<file path="config.mk">
export PLATFORM = sky130hd
export DESIGN_NAME = utf8_sequence_decoder_top
export DESIGN_NICKNAME = d
export VERILOG_FILES = /design/src/hw/rtl/utfd_pkg.sv /design/src/hw/rtl/utf8_sequence_decoder_top.sv /design/src/hw/rtl/utfd_lane.sv /design/src/hw/rtl/utfd_merge.sv
export SDC_FILE = /design/constraint.sdc
export NUM_CORES = 1
export LEC_CHECK = 0
export BUFFER_PORTS_ARGS = -buffer_cell sky130_fd_sc_hd__buf_2
export CORE_UTILIZATION = 44
export CTS_CLUSTER_SIZE = 16
export DETAILED_ROUTE_END_ITERATION = 10
export PLACE_DENSITY = 0.74
export RECOVER_POWER = 25
export SYNTH_ARGS = -nofsm -noshare
export SYNTH_HDL_FRONTEND = slang
export SYNTH_SLANG_ARGS = --single-unit
</file>
<file path="constraint.sdc">
create_clock -name clock -period 2.6 [get_ports clock]
set_input_delay 0.26 -clock clock [delete_from_list [all_inputs] [get_ports clock]]
set_output_delay 0.26 -clock clock [all_outputs]
set_load 0.005 [all_outputs]
</file>
<file path="src/hw/rtl/utfd_pkg.sv">
// Shared types, constants and the lead byte classifier of the UTF-8 sequence decoder.
// No dependencies; every other file of the block imports this package.
`default_nettype none

package utfd_pkg;

   // Number of continuation byte lanes (byte slots one to five).
   localparam int unsigned NUM_LANES = 5;

   // Tag that marks a continuation byte in its two top bits.
   localparam logic [1:0] CONT_TAG = 2'b10;

   // Sequence lengths; zero marks a lead byte that opens no sequence.
   localparam logic [2:0] LEN_BAD   = 3'd0;
   localparam logic [2:0] LEN_ONE   = 3'd1;
   localparam logic [2:0] LEN_TWO   = 3'd2;
   localparam logic [2:0] LEN_THREE = 3'd3;
   localparam logic [2:0] LEN_FOUR  = 3'd4;
   localparam logic [2:0] LEN_FIVE  = 3'd5;
   localparam logic [2:0] LEN_SIX   = 3'd6;

   // Highest and lowest legal values of the available byte count.
   localparam logic [2:0] AVAIL_MAX = 3'd6;
   localparam logic [2:0] AVAIL_MIN = 3'd1;

   // What one lane reports on its byte slot.
   typedef struct packed {
      logic       cont_ok;
      logic [5:0] payload;
   } lane_result_type;

   typedef lane_result_type [NUM_LANES-1:0] lane_bus_type;

   // Sequence length that a lead byte announces.
   function automatic logic [2:0] seq_length(input logic [7:0] lead);
      logic [2:0] len;
      len = LEN_BAD;
      if (lead[7] == 1'b0) begin
         len = LEN_ONE;
      end else if (lead[7:5] == 3'b110) begin
         // 0xC0 and 0xC1 could only encode overlong forms.
         len = (lead[4:1] == 4'b0000) ? LEN_BAD : LEN_TWO;
      end else if (lead[7:4] == 4'b1110) begin
         len = LEN_THREE;
      end else if (lead[7:3] == 5'b11110) begin
         len = LEN_FOUR;
      end else if (lead[7:2] == 6'b111110) begin
         len = LEN_FIVE;
      end else if (lead[7:1] == 7'b1111110) begin
         len = LEN_SIX;
      end
      return len;
   endfunction

endpackage

`default_nettype wire

</file>
<file path="src/hw/rtl/utf8_sequence_decoder_top.sv">
// Top level of the UTF-8 sequence decoder: byte lanes, a stage register, the merge and the output.
// Depends on utfd_pkg, utfd_lane and utfd_merge.
`default_nettype none

// The decoder takes one sequence in every clock cycle and never raises busy. Each item's
// result is driven for a single cycle, marked by rsp_strobe, once the item has passed
// the stage register and the output register; the receiver cannot stall, so it must
// capture every strobed result. The five continuation lanes check their bytes while
// the item is presented and a stage register holds their findings; the merging stage,
// which classifies the lead byte and assembles the code point, works in the next cycle
// and feeds the output register that drives the result ports.
module utf8_sequence_decoder_top (
   input  wire logic        clock,
   input  wire logic        reset,
   input  wire logic        start,
   output logic             busy,
   input  wire logic [7:0]  req_byte_0,
   input  wire logic [7:0]  req_byte_1,
   input  wire logic [7:0]  req_byte_2,
   input  wire logic [7:0]  req_byte_3,
   input  wire logic [7:0]  req_byte_4,
   input  wire logic [7:0]  req_byte_5,
   input  wire logic [2:0]  req_avail_bytes,
   output logic             rsp_strobe,
   output logic [30:0]      rsp_code_point,
   output logic [2:0]       rsp_consumed,
   output logic             rsp_decode_error
);
   import utfd_pkg::*;

   logic [7:0]   slot_bytes [NUM_LANES];
   lane_bus_type lanes_in;
   lane_bus_type lanes_ff;
   logic [7:0]   lead_ff;
   logic [2:0]   avail_in;
   logic [2:0]   avail_ff;
   logic         stage_valid_in;
   logic         stage_valid_ff;
   logic         accept;

   logic [30:0]  merge_cp;
   logic [2:0]   merge_consumed;
   logic         merge_error;

   logic         rsp_strobe_ff;
   logic [30:0]  rsp_code_point_ff;
   logic [2:0]   rsp_consumed_ff;
   logic         rsp_decode_error_ff;

   // The pipeline takes an item in every cycle.
   assign busy   = 1'b0;
   assign accept = start && !busy;

   assign slot_bytes[0] = req_byte_1;
   assign slot_bytes[1] = req_byte_2;
   assign slot_bytes[2] = req_byte_3;
   assign slot_bytes[3] = req_byte_4;
   assign slot_bytes[4] = req_byte_5;

   // One lane for each byte slot after the lead.
   for (genvar g = 0; g < NUM_LANES; g++) begin : g_lane
      utfd_lane u_lane (
         .slot_byte (slot_bytes[g]),
         .result    (lanes_in[g])
      );
   end

   // The available count is clamped to the range one to six.
   always_comb begin
      if (req_avail_bytes > AVAIL_MAX) begin
         avail_in = AVAIL_MAX;
      end else if (req_avail_bytes < AVAIL_MIN) begin
         avail_in = AVAIL_MIN;
      end else begin
         avail_in = req_avail_bytes;
      end
   end

   assign stage_valid_in = accept;

   // Stage register between the lanes and the merge.
   always_ff @(posedge clock) begin
      if (reset) begin
         stage_valid_ff <= 1'b0;
      end else begin
         stage_valid_ff <= stage_valid_in;
      end
      lanes_ff <= lanes_in;
      lead_ff  <= req_byte_0;
      avail_ff <= avail_in;
   end

   utfd_merge u_merge (
      .lead         (lead_ff),
      .avail        (avail_ff),
      .lanes        (lanes_ff),
      .code_point   (merge_cp),
      .consumed     (merge_consumed),
      .decode_error (merge_error)
   );

   // Output register; each result is shown for exactly one cycle.
   always_ff @(posedge clock) begin
      if (reset) begin
         rsp_strobe_ff <= 1'b0;
      end else begin
         rsp_strobe_ff <= stage_valid_ff;
      end
      rsp_code_point_ff   <= merge_cp;
      rsp_consumed_ff     <= merge_consumed;
      rsp_decode_error_ff <= merge_error;
   end

   assign rsp_strobe       = rsp_strobe_ff;
   assign rsp_code_point   = rsp_code_point_ff;
   assign rsp_consumed     = rsp_consumed_ff;
   assign rsp_decode_error = rsp_decode_error_ff;

`ifndef SYNTH
   // Every accepted item yields exactly one result, through the stage register and then the output register.
   a_result_follows_item: assert property (@(posedge clock) disable iff (reset)
      rsp_strobe == ($past(start, 2) && !$past(reset, 2) && !$past(reset, 1)))
      else $error("result strobe does not match accepted items");

   // An error result carries no length and no code point.
   a_error_clears_fields: assert property (@(posedge clock) disable iff (reset)
      rsp_strobe && rsp_decode_error |-> (rsp_consumed == LEN_BAD) && (rsp_code_point == '0))
      else $error("error result with nonzero fields");

   // A good result has a length from one to six.
   a_good_length: assert property (@(posedge clock) disable iff (reset)
      rsp_strobe && !rsp_decode_error |-> (rsp_consumed >= LEN_ONE) && (rsp_consumed <= LEN_SIX))
      else $error("good result with an impossible length");

   // A single-byte result passes the lead byte through unchanged.
   a_ascii_pass: assert property (@(posedge clock) disable iff (reset)
      rsp_strobe && (rsp_consumed == LEN_ONE) |-> rsp_code_point[30:7] == '0)
      else $error("single-byte result above seven bits");
`endif

endmodule

`default_nettype wire

</file>
<file path="src/hw/rtl/utfd_lane.sv">
// One continuation byte lane: checks the tag of its byte and strips it to six payload bits.
// Depends on utfd_pkg for the lane result type and the tag constant.
`default_nettype none

module utfd_lane (
   input  wire logic [7:0]                slot_byte,
   output utfd_pkg::lane_result_type      result
);
   import utfd_pkg::*;

   // A continuation byte carries the tag in its two top bits.
   assign result.cont_ok = (slot_byte[7:6] == CONT_TAG);
   assign result.payload = slot_byte[5:0];

endmodule

`default_nettype wire

</file>
<file path="src/hw/rtl/utfd_merge.sv">
// Merging stage: classifies the lead byte, combines the lane checks and assembles the code point.
// Depends on utfd_pkg for the lane bus type, the length codes and the lead classifier.
`default_nettype none

module utfd_merge (
   input  wire logic [7:0]          lead,
   input  wire logic [2:0]          avail,
   input  wire utfd_pkg::lane_bus_type lanes,
   output logic [30:0]              code_point,
   output logic [2:0]               consumed,
   output logic                     decode_error
);
   import utfd_pkg::*;

   logic [2:0]  len;
   logic        cont_bad;
   logic        overlong;
   logic [30:0] cp_raw;
   logic        fail;

   assign len = seq_length(lead);

   // Every byte after the lead and inside the sequence must be a continuation byte.
   always_comb begin
      cont_bad = 1'b0;
      for (int k = 0; k < NUM_LANES; k++) begin
         if ((3'(k + 1) < len) && !lanes[k].cont_ok) begin
            cont_bad = 1'b1;
         end
      end
   end

   // Assemble the code point and check for forms that fit a shorter sequence.
   always_comb begin
      cp_raw   = '0;
      overlong = 1'b0;
      unique case (len)
         LEN_ONE: begin
            cp_raw = {24'd0, lead[6:0]};
         end
         LEN_TWO: begin
            cp_raw = {20'd0, lead[4:0], lanes[0].payload};
         end
         LEN_THREE: begin
            cp_raw   = {15'd0, lead[3:0], lanes[0].payload, lanes[1].payload};
            overlong = (lead[3:0] == 4'd0) && (lanes[0].payload[5] == 1'b0);
         end
         LEN_FOUR: begin
            cp_raw   = {10'd0, lead[2:0], lanes[0].payload, lanes[1].payload,
                        lanes[2].payload};
            overlong = (lead[2:0] == 3'd0) && (lanes[0].payload[5:4] == 2'd0);
         end
         LEN_FIVE: begin
            cp_raw   = {5'd0, lead[1:0], lanes[0].payload, lanes[1].payload,
                        lanes[2].payload, lanes[3].payload};
            overlong = (lead[1:0] == 2'd0) && (lanes[0].payload[5:3] == 3'd0);
         end
         LEN_SIX: begin
            cp_raw   = {lead[0], lanes[0].payload, lanes[1].payload,
                        lanes[2].payload, lanes[3].payload, lanes[4].payload};
            overlong = (lead[0] == 1'b0) && (lanes[0].payload[5:2] == 4'd0);
         end
         default: begin
            cp_raw   = '0;
            overlong = 1'b0;
         end
      endcase
   end

   // A bad lead, a truncated sequence, a bad continuation or an overlong form all fail.
   assign fail = (len == LEN_BAD) || (avail < len) || cont_bad || overlong;

   assign code_point   = fail ? '0 : cp_raw;
   assign consumed     = fail ? LEN_BAD : len;
   assign decode_error = fail;

endmodule

`default_nettype wire
</file>
* Yosys cells after proc, flatten, opt, wreduce, memory -nomap -nowiden *
Index checks and enable logic that the tools add are counted.

cells by class
  $lt $le $gt $ge = 8
  equality and inequality tests = 16
  muxes and demuxes = 15
  bitwise logic cells = 2
  reduce and logical (&&, ||, !) cells = 25

operators with widths
  kind                                                         count
  case mux 31 bit (6 select lines)                             1
  two-way mux 3 bit                                            7
  equality test 3 bit (second input constant)                  4
  zero test 4 bit                                              3
  equality test 2 bit (second input constant)                  5
  logical AND 1 bit                                            9
  zero test 3 bit                                              3
  equality test 7 bit (second input constant)                  1
  equality test 3 x 2 -> 1 bit (second input constant)         2
  equality test 6 bit (second input constant)                  1
  less-than comparator 2 x 3 -> 1 bit (first input constant)   2
  less-than comparator 3 bit (first input constant)            2
  equality test 5 bit (second input constant)                  1
  zero test 1 bit                                              5
  two-way mux 1 bit                                            5
  equality test 4 bit (second input constant)                  1
  zero test 2 bit                                              2
  case mux 1 bit (4 select lines)                              1
  equality test 3 x 1 -> 1 bit (second input constant)         1
  > comparator 3 bit (second input constant)                   1
  logical OR 1 bit                                             3
  less-than comparator 1 x 3 -> 1 bit (first input constant)   1
  less-than comparator 3 x 1 -> 1 bit (second input constant)  1
  less-than comparator 3 bit                                   1
  2 further kinds                                              3

storage, ports and cells
  bits in registers = 83
  bits of input ports = 54

* Depth between registers and ports, before layout *
Gate-level depths: netlist (run 1).

  depth in word-level cells = 16
  gate-level depth with buffers = 12
  depth with buffers taken out = 9

* Hierarchy *
A second synthesis (run 1) with hierarchy kept.

second synthesis, totals
  cell total of the unflattened synthesis = 299
  area total of the unflattened synthesis = 3,120.5 µm²

modules (own cells, without submodules)
  module                     times used  cells each  area an instance (µm²)  sequential area each (µm²)
  utf8_sequence_decoder_top  1           92          1,707.9                 1,661.6
  utfd_merge                 1           172         1,118.6                 0.0
  utfd_lane                  5           7           58.8                    0.0

* Least setup slack after synthesis (run 1) *
OpenSTA, ideal clock, no wires.

  path type = reg2reg
  from = register lead_ff[1]
  to = register rsp_code_point_ff[8] (netlist: rsp_code_point[8])
  arrival time = 2,557 ps
  required time = 2,526 ps
  path slack = -31 ps
  stages on the path, launching flop included = 11
  path buffers = 2
  cells stage by stage = dfxtp_1 or4_4 a221o_1 nand3_1 ha_1 nor3_1 a22o_1 or4_1 buf_2 buf_6 a31oi_1

on the way
  word-level cells in the longest chain between the ends = 16

RTL lines
  what                                 line                              text
  start: declaration                   utf8_sequence_decoder_top.sv:34   logic [7:0] lead_ff;
  start signal: assignment             utf8_sequence_decoder_top.sv:89   lead_ff <= req_byte_0;
  equality test 7 bit                  utfd_pkg.sv:49                    end else if (lead[7:1] == 7'b1111110) begin
  two-way mux 3 bit                    utfd_pkg.sv:49
  two-way mux 3 bit                    utfd_pkg.sv:47                    end else if (lead[7:2] == 6'b111110) begin
  two-way mux 3 bit                    utfd_pkg.sv:45                    end else if (lead[7:3] == 5'b11110) begin
  two-way mux 3 bit                    utfd_pkg.sv:43                    end else if (lead[7:4] == 4'b1110) begin
  two-way mux 3 bit                    utfd_pkg.sv:40                    end else if (lead[7:5] == 3'b110) begin
  two-way mux 3 bit                    utfd_pkg.sv:38                    if (lead[7] == 1'b0) begin
  less-than comparator 1 x 3 -> 1 bit  utfd_merge.sv:27                  if ((3'(k + 1) < len) && !lanes[k].cont_ok) begin
  logical AND 1 bit                    utfd_merge.sv:27
  two-way mux 1 bit (5 in series)      utfd_merge.sv:27
  logical OR 1 bit (2 in series)       utfd_merge.sv:71                  assign fail = (len == LEN_BAD) || (avail < len) || cont_bad || overlong;
  end signal: assignment               utf8_sequence_decoder_top.sv:109  rsp_code_point_ff <= merge_cp;
  end: declaration                     utf8_sequence_decoder_top.sv:46   logic [30:0] rsp_code_point_ff;

Several ways; a longest one is shown, not always the timed one.
A chain may end at the register's enable or synchronous reset.

* Worst setup path after layout (run 1) *
  from = register lead_ff[1]
  to = register rsp_code_point_ff[25] (netlist: rsp_code_point[25])

The elaborated chain is that of the path after synthesis.

==> results of run 1 <==
==> state kept, by name, summed over array words and instances (netlist names) <==
register,flops
avail_ff,3
lanes_ff,35
lead_ff,8
rsp_code_point,31
rsp_consumed,3
rsp_decode_error,1
rsp_strobe,1
stage_valid_ff,1
==> cells by family after synthesis <==
logic type | after synthesis
and+or+nand+nor | 79
AOI/OAI and AO/OA | 68
DFF | 83
buffers and inverters | 25
adders and majority gates | 2
other | 1
==> stage by stage <==
step           power, mW  area (um2)
2_1_floorplan      1.490        2714
3_3_place_gp       1.579        3299
3_5_place_dp       1.581        3299
4_1_cts            2.594        3711
5_1_grt            2.698        3795
6_report           2.596        3795
==> cell usage after synthesis <==
cell and instances:
a22o_1 1, nand3_1 5, nor3b_1 1, o22ai_1 1, or3b_2 1, a21oi_1 11, a21boi_0 2, a41oi_1 1
nand2b_1 2, a31oi_1 11, nor4_1 1, a221oi_1 3, o21ai_0 4, a221o_1 1, a21o_1 2, nand2_1 26
dfxtp_1 83, a222oi_1 18, clkbuf_1 16, buf_6 3, nor2b_1 13, a211oi_1 2, o221ai_1 1, a221oi_2 1
or4_1 1, and3_1 2, ha_1 2, buf_4 1, and2_1 1, nor3_1 4, inv_1 4, nor2_1 21
buf_2 1, or4_4 1, conb_1 1, a22oi_1 9
==> per-layer routing <==
layer	vias to the layer above	GRT usage
li1	1174	-
met1	1098	0.2416
met2	123	0.3339
met3	29	0.05000
met4	0	0.1375
met5	-	0
==> layout by cell type, fill, tap and decap left out, types with 2 or more instances in the layout <==
master	count
a21oi_1	11
nand2_1	26
a21boi_0	2
inv_1	4
bufinv_16	2
a211oi_1	2
clkbuf_8	9
a21o_1	2
nor2_1	21
or4_4	2
buf_4	17
and3_1	2
a222oi_1	18
nor2b_1	13
inv_6	2
dfxtp_1	82
a221oi_1	3
a22oi_1	9
a31oi_1	11
nand2b_1	2
nor3_2	2
dlygate4sd3_1	23
nand3_1	4
o21ai_0	3
nor3_1	2
buf_2	88
==> worst max-delay path: stages, from the launching register on <==
cell and delay, ns:
dfxtp_2 0.32, or4_4 0.53, a221o_1 0.37, nand3_2 0.12, ha_4 0.15, o21ai_1 0.07, nand2b_1 0.07, o221ai_1 0.10
or4_4 0.53, buf_12 0.18, nor3_2 0.16
==> where the power goes <==
part	internal, mW	switching (mW)	leakage [nW]
sequential	1.33	0.0357	0.688
clock	0.547	0.456	0.110
combinational	0.127	0.104	0.842
total	2.00	0.595	1.64
==> final cells by class <==
cell class | instances | share of cell area
well taps | 75 | 0.02473
repair buffers | 131 | 0.2196
multi-input cells | 150 | 0.2549
flip-flops and latches | 83 | 0.4382
clock inverters | 7 | 0.02605
clock buffers | 9 | 0.03264
inverters | 4 | 0.003956
==> what timing repair did <==
item,CTS,global route
pin swaps,1,0
setup endpoints to repair,35,35
buffers inserted,1,0
endpoints found under the hold margin,15,8
hold buffers,15,8
gates resized for setup,8,1
==> worst paths after layout <==
kind,start,end,slack (ns),cells past startpoint
max,lead_ff[1],rsp_code_point[25],-0.08,10
min,req_byte_1[3],lanes_ff[3],0.007,1
max reg2reg,lead_ff[1],rsp_code_point[25],-0.08,10
min reg2reg,stage_valid_ff,rsp_strobe,0.44,1
==> flow_summary.ini, run 1 <==
[clock_tree]
cts_buffers = 9
insertion_delay_ns = 0.35
htreeDepth = 3
clock-sinks = 83
clk_pin_slew_worst_paths_ns = 0.08
cts_buffer_depth = 2
cts_tree = yes
clockRootBuffer = clkbuf_8

[outcome]
violations = setup timing
outcome = finished, violations left

[synth]
synthXorXnorAreaFrac = 0
synth_seq_cells = 83
synth_top_area_share = 0.6137
yosys.area_share.simple = 0.1386
ys_warn_count = 0
synth_area_leaders = dfxtp_1 61%, a222oi_1 6.7%, nand2_1 3.6%
synth_nets = 314
muxShareOfSynthArea = 0
synth-compound-area-share = 0.1922
ys_seq_area_frac = 0.6137
synth_cell_types = 36
postSynthCellCount = 258
synthesis.area_um2 = 2708
synth_fa_ha_area_frac = 0.009242
yosysTopAreaCell = dfxtp_1
synth.avg_cell_area_um2 = 10.49
synth_top_family_by_area = compound AO/OA/AOI/OAI gates

[cells_and_area]
regArea_um2 = 1663
area_growth_syn_to_layout_pct = 40.16
drive_gt1_frac = 0.3490
stdcell_count = 459
fillers = 490
multi_input_area_um2 = 967.2
n_antenna_cell = 0
final_util = 0.6410
nets = 435

[placement]
portBuffers = 89
hpwl_um = 4314
post-place-ws_ns = -0.1344
routabilityCongestion = 0.8365
dp.cells = 419

[worst_setup_path]
crit_required_ns = 2.88
cp-end-kind = flop
start_kind = flop
worstPathArrival_ns = 2.97
cp_max_fo = 31
path_class = reg -> reg

[route]
drt-initial-drc-count = 254
drt-total-wl_um = 6577
wl_per_cell_um = 14.33
postRouteAntennaNets = 0
dr_wl_met3_um = 411
wirelength_met1_um = 2665
via_per_inst = 5.281
wl_met2_um = 3223
vias = 2424
drc = 0
drt_first_pass_iters = 6
top_layer_used = met4

[sta]
setup_slack_ns = -0.08499
finalHoldViolCount = 0
min_period_over_period = 1.033
setup_viol = 29
fin_setup_tns_ns = -0.9325
timing.slew.headroom = 0.2820
rsz0062_at_grt = yes
final.min_clock_period_ns = 2.685
maxSlewViolCount = 0
max_freq_mhz = 372.4
fin_worst_skew_ns = 0.009613
whs_ns = 0.007427
worstMarginPinSlew_ns = 1.068

[floorplan]
core_area_um2 = 5921
io_pins = 91
die_area_um2 = 6471
chipWidth_um = 80.45
rows = 28
die_y_um = 80.45
initial_core_util = 0.4573

[power]
peakVddDrop_v = 0.0004298
power_density_nw_per_um2 = 684.1
leakagePower_nw = 1.640

[global_route]
antenna_found_initial = 0
grt_pass1_vias = 2174
grt_pass1_wl_um = 9839
grt_max_degree = 32
gr-total-overflow = 0
grt_usage = 0.2067

[min_path]
hold_class = in -> reg

[job]
cap_violations = 0
No activity file was read; power rests on OpenSTA's default activity.
==> run 2: changes to the inputs <==
Settings changed: PLACE_DENSITY 0.74 to 0.84.
==> flow_summary.ini, run 2 (synthesis results as in run 1) <==
[outcome]
outcome = finished, violations left
violations = setup timing

[placement]
portBuffers = 89
hpwl_um = 4455
routabilityCongestion = 0.8454
place_area_um2 = 3284

[clock_tree]
cts_buffer_depth = 2
clockRootBuffer = clkbuf_8
htreeDepth = 3
cts_tree = yes
cts_buffers = 9
clock-sinks = 83
clk_pin_slew_worst_paths_ns = 0.07
insertion_delay_ns = 0.36

[worst_setup_path]
rrSetupSlack_ns = -0.13
cpMostUsedCell = or4_4
cp_max_fo = 4
start_kind = flop
crit_chain = or4_4, a221o_1, nand3_2, ha_4, nor3_2, a22o_1, or4_4, buf_6, a21o_1
crit_required_ns = 2.85
worstPathArrival_ns = 2.98
slowest_delay_ns = 0.58
path_class = reg -> reg
cpMaxStageDelayCell = or4_4
cp-end-kind = flop

[global_route]
grt_max_degree = 32
grt_pass1_vias = 2258
grt_pass1_wl_um = 10670
grt_usage = 0.2248
gr-total-overflow = 0
antenna_found_initial = 0

[floorplan]
core_area_um2 = 5921
initial_core_util = 0.4573
chipWidth_um = 80.45
die_y_um = 80.45
die_area_um2 = 6471
io_pins = 91
rows = 28

[power]
peakVddDrop_v = 0.0003509
leakagePower_nw = 1.644
p_total_mw = 2.430
power_density_nw_per_um2 = 626.2

[job]
cap_violations = 0

[sta]
max_freq_mhz = 366.7
final.min_clock_period_ns = 2.727
min_period_over_period = 1.049
setup_viol = 34
setup_slack_ns = -0.1271
timing.slew.headroom = 0.2526
finalHoldViolCount = 0
fin_worst_skew_ns = 0.005168
fin_setup_tns_ns = -2.718
rsz0062_at_grt = yes
worstMarginPinSlew_ns = 1.112
maxSlewViolCount = 0
whs_ns = 0.01030

[route]
postRouteAntennaNets = 0
drt-initial-drc-count = 391
dr_wl_met3_um = 637
vias = 2531
drt_first_pass_iters = 8
drt-total-wl_um = 7195
top_layer_used = met4
wl_per_cell_um = 15.47
wl_met2_um = 3562
via_per_inst = 5.443
drc = 0
wirelength_met1_um = 2816

[cells_and_area]
drive_gt1_frac = 0.3744
area_growth_syn_to_layout_pct = 43.30
largest_reg_flops = 35
mostFrequentLayoutCell = buf_2
layout_common_cells = 87 x buf_2, 82 x dfxtp_1, 30 x dlygate4sd3_1
regMostFlops = lanes_ff
nets = 441
final_area_um2 = 3880
n_antenna_cell = 0

[min_path]
hold_class = in -> reg
==> run 2: cell types whose count changed in the layout (fill, tap and decap cells not counted), sizes merged <==
cell / before / now
clkinv: 2 / 3
clkbuf: 10 / 15
buf: 107 / 104
bufinv: 2 / 0
dlygate4sd3: 23 / 30
inv: 6 / 4
==> run 2: final cells by class <==
type                       instances  area [um2]
inverter                           4       15.01
tap                               75       93.84
timing repair buffer             137       912.1
sequential                        83        1663
clock inverter                     4       26.28
fill                             448        2041
multi-input combinational        150        1025
clock buffer                      12       145.1
==> run 2: path summary, 6_finish.rpt <==
| path | startpoint | endpoint | cells past startpoint |
|---|---|---|---|
| setup reg to reg | lead_ff[1] | rsp_decode_error | 9 |
| setup / recovery | lead_ff[1] | rsp_decode_error | 9 |
| hold reg to reg | stage_valid_ff | rsp_strobe | 1 |
| hold / removal | req_byte_0[6] | lead_ff[6] | 1 |
==> run 2: power by group <==
part	internal [mW]	total, mW	switching (mW)
clock	0.372	0.803	0.431
sequential	1.33	1.36	0.0365
combinational	0.143	0.263	0.120
total	1.84	2.43	0.588
==> run 2: repair_timing <==
action                                  in CTS  in global routing
setup buffers                                0                  1
pin swaps                                    2                  1
hold endpoints to repair                    28                  2
hold buffers                                28                  2
endpoints found under the setup margin      35                 35
gates resized for setup                      9                 16
gates cloned                                 0                  1
==> run 2: critical path: cells and delay by family, from the launching register on <==
family,cells,cell delay [ns]
AND/OR/NAND/NOR,4,1.27
buffers and inverters,1,0.16
adder cells (fa/ha/maj),1,0.15
flip-flops,1,0.32
AO/OA/AOI/OAI,3,0.71
==> run 2: per-layer routing <==
layer | vias to the layer above | track usage
li1 | 1195 | -
met1 | 1143 | 0.2553
met2 | 173 | 0.3814
met3 | 20 | 0.05795
met4 | 0 | 0.1250
met5 | - | 0
==> run 2: per-stage QoR <==
stage                     setup WS, ns  utilization  instances
after floorplan               0.004608            -        258
after CTS                     -0.06266       0.6374        461
after global placement        -0.04992       0.5547        417
final                          -0.1271       0.6553        465
after global routing           -0.1841       0.6553        465
after detailed placement       -0.1803       0.5547        417
